[config.mk]
export PLATFORM = sky130hd
export DESIGN_NAME = signed_varint_codec
export DESIGN_NICKNAME = d
export VERILOG_FILES = /design/src/design/svc_pkg.sv /design/src/design/svc_queue.sv /design/src/design/svc_front.sv /design/src/design/svc_back.sv /design/src/design/signed_varint_codec.sv
export SDC_FILE = /design/constraint.sdc
export NUM_CORES = 1
export LEC_CHECK = 0
export ABC_AREA = 1
export BUFFER_PORTS_ARGS = -buffer_cell sky130_fd_sc_hd__buf_2
export CORE_UTILIZATION = 45
export DETAILED_ROUTE_END_ITERATION = 10
export GPL_TIMING_DRIVEN = 1
export MAX_ROUTING_LAYER = met4
export PLACE_DENSITY = 0.64
export SYNTH_ARGS = -nofsm -noshare
export SYNTH_HDL_FRONTEND = slang
export SYNTH_HIERARCHICAL = 1
export SYNTH_SLANG_ARGS = --single-unit
[constraint.sdc]
create_clock -name i_clk -period 4.55 [get_ports i_clk]
set_input_delay 0.6825 -clock i_clk [delete_from_list [all_inputs] [get_ports i_clk]]
set_output_delay 0.6825 -clock i_clk [all_outputs]
set_load 0.005 [all_outputs]
[src/design/svc_pkg.sv]
`default_nettype none
// ----------------------------------------------------------------------------
// svc_pkg: shared types and constants for the signed varint codec
// Word layouts for both channels, the command queued from front to back,
// and the fixed figures of the 7-bit group format.
// ----------------------------------------------------------------------------
package svc_pkg;

    localparam int VALUE_BITS_DEF  = 32;
    localparam int QUEUE_DEPTH_DEF = 2;
    localparam int WORD_BITS       = 32;
    localparam int GROUP_BITS      = 7;
    localparam int CONT_MAX        = 4;
    localparam int SHIFT_MAX       = 63;

    localparam logic OP_ENCODE = 1'b0;
    localparam logic OP_DECODE = 1'b1;

    typedef struct packed {
        logic                         operation;
        logic signed [WORD_BITS-1:0]  value;
        logic [7:0]                   data_byte;
        logic                         stream_end;
    } t_in_word;

    typedef struct packed {
        logic [7:0]                   out_byte;
        logic                         last_byte;
        logic signed [WORD_BITS-1:0]  decoded_value;
        logic                         decode_done;
        logic                         decode_error;
    } t_out_word;

    typedef enum logic [1:0] {
        K_ENCODE,
        K_DEC_CONT,
        K_DEC_LAST,
        K_DEC_END
    } t_kind;

    typedef struct packed {
        t_kind                 kind;
        logic [WORD_BITS-1:0]  payload;
    } t_cmd;

endpackage
`default_nettype wire

[src/design/svc_queue.sv]
`default_nettype none
// ----------------------------------------------------------------------------
// svc_queue: command queue between front and back
// Small register FIFO; the back pops at its own pace.
// ----------------------------------------------------------------------------
module svc_queue #(
    parameter int DEPTH = svc_pkg::QUEUE_DEPTH_DEF
) (
    input  wire logic          i_clk,
    input  wire logic          i_rst_n,
    input  wire logic          i_push,
    input  svc_pkg::t_cmd      i_cmd,
    output logic               o_full,
    input  wire logic          i_pop,
    output logic               o_valid,
    output svc_pkg::t_cmd      o_cmd
);

    localparam int PW = (DEPTH > 1) ? $clog2(DEPTH) : 1;
    localparam int CW = $clog2(DEPTH + 1);

    svc_pkg::t_cmd r_mem [DEPTH];
    logic [PW-1:0] r_wr_ptr, n_wr_ptr;
    logic [PW-1:0] r_rd_ptr, n_rd_ptr;
    logic [CW-1:0] r_count;

    assign o_full  = (r_count == CW'(DEPTH));
    assign o_valid = (r_count != '0);
    assign o_cmd   = r_mem[r_rd_ptr];

    always_comb begin
        n_wr_ptr = (r_wr_ptr == PW'(DEPTH - 1)) ? '0 : r_wr_ptr + 1'b1;
        n_rd_ptr = (r_rd_ptr == PW'(DEPTH - 1)) ? '0 : r_rd_ptr + 1'b1;
    end

    always_ff @(posedge i_clk) begin
        if (i_push) begin
            r_mem[r_wr_ptr] <= i_cmd;
        end
    end

    always_ff @(posedge i_clk) begin
        if (!i_rst_n) begin
            r_wr_ptr <= '0;
            r_rd_ptr <= '0;
            r_count  <= '0;
        end else begin
            if (i_push) begin
                r_wr_ptr <= n_wr_ptr;
            end
            if (i_pop) begin
                r_rd_ptr <= n_rd_ptr;
            end
            unique case ({i_push, i_pop})
                2'b10:   r_count <= r_count + 1'b1;
                2'b01:   r_count <= r_count - 1'b1;
                default: r_count <= r_count;
            endcase
        end
    end

endmodule
`default_nettype wire

[src/design/svc_front.sv]
`default_nettype none
// ----------------------------------------------------------------------------
// svc_front: input acceptance and classification
// Sorts each word into encode, decode continuation, decode final or stream
// end, narrows the value to the encode width and pushes it to the queue.
// ----------------------------------------------------------------------------
module svc_front #(
    parameter int VALUE_BITS = svc_pkg::VALUE_BITS_DEF
) (
    input  wire logic          i_valid,
    input  svc_pkg::t_in_word  i_word,
    output logic               o_stall,
    input  wire logic          i_q_full,
    output logic               o_push,
    output svc_pkg::t_cmd      o_cmd
);

    localparam int EB = (VALUE_BITS < svc_pkg::WORD_BITS) ? VALUE_BITS : svc_pkg::WORD_BITS;

    logic signed [EB-1:0] enc_val;

    assign o_stall = i_q_full;
    assign o_push  = i_valid && !i_q_full;
    assign enc_val = i_word.value[EB-1:0];

    always_comb begin
        o_cmd.payload = {{(svc_pkg::WORD_BITS - 8){1'b0}}, i_word.data_byte};
        priority if (i_word.operation == svc_pkg::OP_ENCODE) begin
            o_cmd.kind    = svc_pkg::K_ENCODE;
            o_cmd.payload = svc_pkg::WORD_BITS'(enc_val);
        end else if (i_word.stream_end) begin
            o_cmd.kind = svc_pkg::K_DEC_END;
        end else if (i_word.data_byte[7]) begin
            o_cmd.kind = svc_pkg::K_DEC_CONT;
        end else begin
            o_cmd.kind = svc_pkg::K_DEC_LAST;
        end
    end

endmodule
`default_nettype wire

[src/design/svc_back.sv]
`default_nettype none
// ----------------------------------------------------------------------------
// svc_back: encode sequencer, decode accumulator and output register
// Emits one encoded byte per cycle while i_stall is low; folds one decode
// byte per cycle into the running sum while the encoder is idle.
// ----------------------------------------------------------------------------
module svc_back #(
    parameter int VALUE_BITS = svc_pkg::VALUE_BITS_DEF
) (
    input  wire logic           i_clk,
    input  wire logic           i_rst_n,
    input  wire logic           i_q_valid,
    input  svc_pkg::t_cmd       i_q_cmd,
    output logic                o_pop,
    output logic                o_valid,
    input  wire logic           i_stall,
    output svc_pkg::t_out_word  o_word
);

    localparam int WB = svc_pkg::WORD_BITS;
    localparam int GB = svc_pkg::GROUP_BITS;

    logic                      r_out_valid;
    svc_pkg::t_out_word        r_out;
    logic                      r_enc_busy;
    logic signed [WB-1:0]      r_x;
    logic [2:0]                r_cnt;
    logic [VALUE_BITS-1:0]     r_sum;
    logic [5:0]                r_shift;

    logic                      out_free;
    logic signed [WB-1:0]      enc_src;
    logic [2:0]                enc_cnt;
    logic                      enc_fits;
    logic                      enc_cont;
    logic                      do_enc, do_cont, do_last, do_end;
    logic [VALUE_BITS-1:0]     cont_term, last_term, total;
    logic signed [VALUE_BITS-1:0] total_s;
    logic [6:0]                shift_add;

    always_comb begin
        out_free  = !r_out_valid || !i_stall;
        enc_src   = r_enc_busy ? r_x : $signed(i_q_cmd.payload);
        enc_cnt   = r_enc_busy ? r_cnt : 3'd0;
        enc_fits  = (&enc_src[WB-1:GB-1]) || !(|enc_src[WB-1:GB-1]);
        enc_cont  = !enc_fits && (enc_cnt < 3'(svc_pkg::CONT_MAX));

        cont_term = {{(VALUE_BITS - GB){1'b0}}, i_q_cmd.payload[GB-1:0]} << r_shift;
        last_term = {{(VALUE_BITS - GB){i_q_cmd.payload[GB-1]}},
                     i_q_cmd.payload[GB-1:0]} << r_shift;
        total     = r_sum + last_term;
        total_s   = total;
        shift_add = {1'b0, r_shift} + 7'(GB);

        o_pop   = 1'b0;
        do_enc  = 1'b0;
        do_cont = 1'b0;
        do_last = 1'b0;
        do_end  = 1'b0;
        if (r_enc_busy) begin
            do_enc = out_free;
        end else if (i_q_valid) begin
            unique case (i_q_cmd.kind)
                svc_pkg::K_ENCODE: begin
                    do_enc = out_free;
                    o_pop  = out_free;
                end
                svc_pkg::K_DEC_CONT: begin
                    do_cont = 1'b1;
                    o_pop   = 1'b1;
                end
                svc_pkg::K_DEC_LAST: begin
                    do_last = out_free;
                    o_pop   = out_free;
                end
                svc_pkg::K_DEC_END: begin
                    do_end = out_free;
                    o_pop  = out_free;
                end
                default: ;
            endcase
        end
    end

    always_ff @(posedge i_clk) begin
        if (!i_rst_n) begin
            r_out_valid <= 1'b0;
            r_enc_busy  <= 1'b0;
            r_cnt       <= '0;
            r_sum       <= '0;
            r_shift     <= '0;
        end else begin
            if (out_free) begin
                r_out_valid <= do_enc || do_last || do_end;
            end
            if (do_enc) begin
                r_out.out_byte      <= {enc_cont, enc_src[GB-1:0]};
                r_out.last_byte     <= !enc_cont;
                r_out.decoded_value <= '0;
                r_out.decode_done   <= 1'b0;
                r_out.decode_error  <= 1'b0;
                r_x        <= enc_src >>> GB;
                r_cnt      <= enc_cnt + 3'd1;
                r_enc_busy <= enc_cont;
            end
            if (do_cont) begin
                r_sum   <= r_sum + cont_term;
                r_shift <= (shift_add > 7'(svc_pkg::SHIFT_MAX)) ?
                           6'(svc_pkg::SHIFT_MAX) : shift_add[5:0];
            end
            if (do_last || do_end) begin
                r_out.out_byte      <= '0;
                r_out.last_byte     <= 1'b0;
                r_out.decoded_value <= do_last ? WB'(total_s) : '0;
                r_out.decode_done   <= 1'b1;
                r_out.decode_error  <= do_end;
                r_sum   <= '0;
                r_shift <= '0;
            end
        end
    end

    assign o_valid = r_out_valid;
    assign o_word  = r_out;

    a_busy_holds_out : assert property (@(posedge i_clk) disable iff (!i_rst_n)
        r_enc_busy |-> r_out_valid)
        else $error("encoder busy without a pending byte");

    a_cnt_bound : assert property (@(posedge i_clk) disable iff (!i_rst_n)
        r_enc_busy |-> (r_cnt <= 3'(svc_pkg::CONT_MAX)))
        else $error("too many continuation bytes");

    a_cont_marked : assert property (@(posedge i_clk) disable iff (!i_rst_n)
        (r_out_valid && !r_out.decode_done && !r_out.last_byte) |-> r_out.out_byte[7])
        else $error("continuation byte without its mark");

    a_last_clear : assert property (@(posedge i_clk) disable iff (!i_rst_n)
        (r_out_valid && r_out.last_byte) |-> !r_out.out_byte[7])
        else $error("final byte carries a continuation mark");

    a_err_zero : assert property (@(posedge i_clk) disable iff (!i_rst_n)
        (r_out_valid && r_out.decode_error) |->
            (r_out.decode_done && r_out.decoded_value == '0))
        else $error("error word carries a value");

endmodule
`default_nettype wire

[src/design/signed_varint_codec.sv]
`default_nettype none
// ----------------------------------------------------------------------------
// signed_varint_codec: signed 7-bit group variable-length integer codec
// Encodes signed values into bytes (low group first, bit 7 marks more to
// come) and decodes such byte streams back into values.
//
// Input channel i_valid/o_stall/i_word: operation 0 encodes value,
// operation 1 decodes data_byte, or flags a stream end with stream_end.
// Output channel o_valid/i_stall/o_word: one word per encoded byte, and one
// word per finished decode (value 0 and decode_error on a stream end).
// Decode bytes with bit 7 set give no output word.
// Each input word is registered in the queue, its result in the output register.
// Encode gives 1 to 5 bytes per value, one byte per cycle from the encode
// sequencer while i_stall is low; decode folds each byte into the accumulator.
// A short queue decouples the input side from the sequencer, so input words
// are taken while results wait. When i_stall is high the output word holds and
// the back end pauses but for bit-7 decode bytes; once the queue fills, o_stall rises.
// Reset clears the queue, the output valid flag, the encoder state and the decode sum and shift count.
// ----------------------------------------------------------------------------
module signed_varint_codec #(
    parameter int VALUE_BITS  = svc_pkg::VALUE_BITS_DEF,
    parameter int QUEUE_DEPTH = svc_pkg::QUEUE_DEPTH_DEF
) (
    input  wire logic           i_clk,
    input  wire logic           i_rst_n,
    input  wire logic           i_valid,
    input  svc_pkg::t_in_word   i_word,
    output logic                o_stall,
    output logic                o_valid,
    output svc_pkg::t_out_word  o_word,
    input  wire logic           i_stall
);

    logic           q_full, q_push, q_pop, q_valid;
    svc_pkg::t_cmd  front_cmd, q_cmd;

    svc_front #(
        .VALUE_BITS(VALUE_BITS)
    ) u_front (
        .i_valid  (i_valid),
        .i_word   (i_word),
        .o_stall  (o_stall),
        .i_q_full (q_full),
        .o_push   (q_push),
        .o_cmd    (front_cmd)
    );

    svc_queue #(
        .DEPTH(QUEUE_DEPTH)
    ) u_queue (
        .i_clk   (i_clk),
        .i_rst_n (i_rst_n),
        .i_push  (q_push),
        .i_cmd   (front_cmd),
        .o_full  (q_full),
        .i_pop   (q_pop),
        .o_valid (q_valid),
        .o_cmd   (q_cmd)
    );

    svc_back #(
        .VALUE_BITS(VALUE_BITS)
    ) u_back (
        .i_clk     (i_clk),
        .i_rst_n   (i_rst_n),
        .i_q_valid (q_valid),
        .i_q_cmd   (q_cmd),
        .o_pop     (q_pop),
        .o_valid   (o_valid),
        .i_stall   (i_stall),
        .o_word    (o_word)
    );

endmodule
`default_nettype wire
**Word-level counts from Yosys, hierarchy flattened**

Memories as Yosys holds them, arrays and structs flattened. A register that Yosys moved wholly into a read port is not among the register bits.
Cells that the tools add are included.

- Memory bits (writable): 68
- Memories kept: 1
- Word-level logic and storage cells: 89
- Output and inout bits: 45
- Input bits: 46
- Bits in registers: 115

Memory list:

| memory | depth | width | rd ports | clocked after memory_dff | write ports | RTL line | source |
|---|---|---|---|---|---|---|---|
| u_queue.r_mem | 2 | 34 | 1 | 1 | 1 | svc_queue.sv:22 | `svc_pkg::t_cmd r_mem [DEPTH];` |

- Reduce and logical (&&, ||, !) cells: 23
- Magnitude comparators: 2
- Add/subtract/negate cells: 8
- Shift operators: 2
- Multiplexer cells: 32
- Equality and inequality tests: 6
- Bitwise logic cells: 1

Operators by type and width:

| operator | number |
|---|---|
| two-way mux 32 bit | 3 |
| adder 32 bit | 2 |
| two-way mux 43 bit | 1 |
| two-way mux 34 bit | 1 |
| left shift 32 x 6 -> 32 bit | 1 |
| left shift 7 x 6 -> 32 bit | 1 |
| AND reduction 26 bit | 1 |
| OR reduction 26 bit | 1 |
| two-way mux 1 bit | 20 |
| equality test 2 bit, second input constant | 4 |
| adder 6 x 3 -> 7 bit, second input constant | 1 |
| > comparator 7 x 6 -> 1 bit, second input constant | 1 |
| logical NOT 1 bit | 6 |
| two-way mux 2 bit | 3 |
| two-way mux 6 bit | 1 |
| nonzero test 2 bit | 3 |
| logical OR 1 bit | 5 |
| equality test 2 x 1 -> 1 bit, second input constant | 2 |
| case mux 2 bit (2 select lines) | 1 |
| AND reduction 2 bit | 2 |
| adder 3 x 1 -> 3 bit, second input constant | 1 |
| < comparator 3 bit, second input constant | 1 |
| two-way mux 3 bit | 1 |
| OR reduction 3 bit | 1 |
| 8 further kinds | 10 |

**Longest topological paths before layout**

- Word-level depth: 9
- Gate-level depth with buffers: 27
- Depth with buffers taken out: 25

**Cells and area by module**

Netlist, hierarchy kept.

Modules (own cells, without submodules):

| module | area an instance (um2) | instances | cells an instance | seq. area each (um2) |
|---|---|---|---|---|
| svc_back | 9177.6 | 1 | 1401 | 2902.8 |
| svc_queue | 2835.2 | 1 | 141 | 2142.1 |
| svc_front | 360.3 | 1 | 85 | 0.0 |

**Least setup slack after synthesis**

Ideal clock, no wire load.

- Kind: input -> register
- From: input port i_stall
- To: register u_back.r_out, in the netlist u_back/o_word[0] (enable)
- Setup time: 0.458 ns
- Setup slack: 0.560 ns
- Data arrival time: 3.532 ns
- Required time: 4.092 ns
- Buffers on the path: 1
- Stages on the path: 8
- Path through: nand2_1 inv_2 nor3_1 inv_2 nor2_4 inv_1 clkbuf_1 a21oi_1

- Cells in the longest elaborated chain, start to end: 8
- Elaborated cells on any way between the ends: 14
- Classes of those cells: mux: 9; reduce/logical: 5

Ends and longest elaborated chain:

| item | RTL line | source |
|---|---|---|
| from (decl) | signed_varint_codec.sv:31 | `input wire logic i_stall` |
| logical NOT 1 bit * | svc_back.sv:42 | `out_free = !r_out_valid \|\| !i_stall;` |
| logical OR 1 bit * | svc_back.sv:42 |  |
| two-way mux 1 bit | svc_back.sv:63 | `unique case (i_q_cmd.kind)` |
| two-way mux 1 bit | svc_back.sv:62 | `end else if (i_q_valid) begin` |
| two-way mux 1 bit | svc_back.sv:60 | `if (r_enc_busy) begin` |
| logical OR 1 bit | svc_back.sv:111 | `if (do_last \|\| do_end) begin` |
| nonzero test 2 bit (no source line) * | -- |  |
| AND reduction 2 bit (no source line) * | -- |  |
| to (decl) | svc_back.sv:24 | `svc_pkg::t_out_word r_out;` |

Mark *: on every way between the ends. The rest lies on a longest branch, timed or not.
A chain may end at the register's enable or synchronous reset.

==> impl_metrics.py <==
metrics = {
    "yosys": {
        "ys_warn_count": 6,
        "syn_area_um2": 12400,
        "ys.flop_type": "edfxtp_1",
        "async_flop_share": 0,
        "yosysMostFrequentCell": "nand2_1",
        "synth_nets": 1733,
        "synth_area_leaders": "edfxtp_1 33%, nand2_1 13%, nor2_1 7.8%",
        "synth-edff-count": 136,
        "synth_top_cell_by_area": "edfxtp_1",
        "syn_avg_cell_area_um2": 7.60,
        "ys_ff_latch": 184,
        "synth_seq_area_share": 0.408,
        "synth_common_cells": "420 x nand2_1, 258 x nor2_1, 189 x inv_1",
        "synthDistinctLibCells": 49,
        "synth_top_area_frac": 0.330,
        "synth_cells": 1627,
    },
    "global_route": {
        "grt_pass1_wl_um": 56800,
        "antenna_found_initial": 0,
        "grt_pass1_vias": 10600,
        "overflow": 0,
        "track_usage": 0.270,
        "grt_max_degree": 40,
    },
    "die": {
        "die_w_um": 168,
        "io_pins": 91,
        "dieArea_um2": 28200,
        "fp.dieH_um": 168,
        "start_util": 0.459,
        "num_rows": 60,
        "coreArea_um2": 27000,
    },
    "sta": {
        "max_freq_mhz": 247,
        "hold_violations": 0,
        "whs_ns": 0.485,
        "worst_pin_slew_ns": 0.899,
        "rsz0062_at_grt": "no",
        "fin_crit_sh": 0.889,
        "fin_skew_ns": 0.0220,
        "final.setup.tns_ns": 0,
        "setup_viol": 0,
        "slew_headroom": 0.400,
        "finalWorstSetupSlack_ns": 0.504,
        "finalCriticalPeriod_ns": 4.05,
        "finalMaxSlewViolations": 0,
    },
    "setup_path": {
        "crit_required_ns": 4.74,
        "cpLargestDelayFamily": "simple AND/OR/NAND/NOR gates",
        "crit_path_cell_trace": "mux2_4 -> inv_1 -> nand2_1 -> o21ai_2 -> nand2_1 -> o21ai_2 -> nand2_1 -> nand2_1 -> o21ai_0 -> a21oi_1 -> o21ai_0 -> ha_1 -> nand2_1 -> inv_1 -> nand3_1 -> nor4_1 -> nand3_1 -> nand2_1 -> nand3_1 -> nand2_1 -> nor2_1",
        "critPathLaunchType": "register",
        "slowest_stage": "a21oi_1",
        "cp_data_arrival_time_ns": 4.24,
        "crit_path_max_fanout": 8,
        "regToRegEndpoint": "u_back/o_word[33]",
        "crit_path_end_kind": "register",
        "cp_common_cell": "nand2_1",
        "r2r_slack_ns": 0.50,
        "slowest_delay_ns": 0.49,
        "crit_buf_inv": 2,
        "critPathKind": "register to register",
        "rr_worst_depth": 21,
    },
    "place": {
        "place_inst": 2028,
        "port-buffer-count": 90,
        "place_area_um2": 13000,
        "gp_congestion": 1.06,
        "dpl.hpwl_um": 28100,
        "preCtsSetupSlack_ns": 0.654,
    },
    "clock_network": {
        "clk_pin_slew_ns": 0.09,
        "htree_levels": 4,
        "clockBufferDepth": 2,
        "clkSinkCount": 184,
        "hold_buffers": 0,
        "cts_tree": "done",
        "postCtsSetupBuffers": 0,
        "cts_root_buf": "clkbuf_16",
        "post_cts_resized": 0,
        "cts_made_buffers": 17,
        "clock_latency_ns": 0.45,
    },
    "hold_path": {
        "hold_path.class": "register to register",
        "holdPathEnd": "u_back/r_sum[2]",
        "worstHoldPathCells": 2,
        "min_from": "u_back/r_sum[2]",
    },
    "routing": {
        "vias": 11000,
        "drt-vias-per-instance": 5.35,
        "drt_wl_total_um": 36500,
        "wl_per_cell_um": 17.7,
        "drc": 0,
        "dr.pass1.iters": 6,
        "drtIter0Drc": 924,
        "postRouteAntennaNets": 0,
    },
    "run": {
        "cap_violations": 0,
    },
    "pwr": {
        "ir_worst_vdd_mv": 0.331,
        "leakagePower_uw": 0.00641,
        "powerDensity_nw_per_um2": 605,
    },
    "final_layout": {
        "fin_area_um2": 13700,
        "syn_to_final_growth_pct": 10.6,
        "antennaDiodeCount": 0,
        "final_cells": 2060,
        "drive_above_1_share": 0.123,
        "layout.nets": 1812,
    },
    "status": {
        "outcome": "finished clean",
    },
}
-- worst min-delay path, stage by stage, from the launching register on --
cell     delay, ns
dfxtp_1       0.32
nand2_1       0.06
a21oi_1       0.06
-- through the flow --
step,util,total power (µW)
6_report,0.508,8280
5_1_grt,0.508,8850
4_1_cts,0.508,8300
3_5_place_dp,0.484,6660
3_3_place_gp,0.484,6650
2_1_floorplan,-,5470
-- cell families (layout without fill, tap and decap cells) --
logic type | count (synthesis) | after routing | share of synthesized area
XOR/XNOR | 17 | 17 | 0.0120
multiplexers | 34 | 34 | 0.0400
flip-flops | 184 | 184 | 0.408
buffers and inverters | 242 | 334 | 0.0865
AND/OR/NAND/NOR | 831 | 831 | 0.277
adder cells (fa/ha/maj) | 60 | 60 | 0.0613
AO/OA/AOI/OAI | 259 | 259 | 0.115
-- layout by cell type, fill, tap and decap left out, types with 22 or more instances in the layout --
master and instances:
buf_2 90, edfxtp_1 136, a21oi_1 116, nand2_1 420
nand4_1 22, mux2_4 30, inv_1 189, nor3_1 26
nand3_1 70, o21ai_0 82, nor2_1 256, ha_1 59
dfxtp_1 47
-- per-layer routing --
metal,global-route usage,share of wire,vias to the layer above
met4,0.0973,0.031,0
met5,-,0,-
met1,0.334,0.44,5097
met2,0.458,0.49,327
li1,-,-,5540
met3,0.0277,0.041,64
-- power by group --
group | switching (µW) | leakage [µW] | internal (µW) | total, µW
sequential | 206 | 0.00167 | 2260 | 2460
combinational | 2890 | 0.00444 | 1320 | 4210
clock | 838 | 0.000304 | 770 | 1610
total | 3930 | 0.00641 | 4350 | 8280
-- worst max-delay path by stage --
stage | startpoint | end | cells after the start
floorplan | i_stall | u_back/o_word[0] | 8
global placement | register | u_back/o_word[33] | 21
detailed placement | register | u_back/o_word[33] | 21
CTS | register | u_back/o_word[33] | 21
global route | register | u_back/o_word[33] | 19
finish | register | u_back/o_word[33] | 21
-- state kept, by name, indices dropped and copies added, names as in the netlist, named ones only --
register / cells
u_back/r_cnt: 3
u_back/r_sum: 32
u_back/o_word: 43
u_back/r_shift: 6
u_back/o_valid: 1
u_queue/r_mem: 68
u_back/r_enc_busy: 1
u_queue/r_count: 2
u_queue/r_wr_ptr: 1
u_back/r_x: 25
u_queue/r_rd_ptr: 1
-- layout make-up --
| type | instances | area [µm²] |
|---|---|---|
| fill | 2661 | 13300 |
| multi-input combinational | 1201 | 6270 |
| clock inverter | 15 | 209 |
| clock buffer | 17 | 425 |
| inverter | 198 | 743 |
| sequential | 184 | 5050 |
| timing repair buffer | 104 | 556 |
| tap | 341 | 427 |
Power figures use the tool's default switching activity.
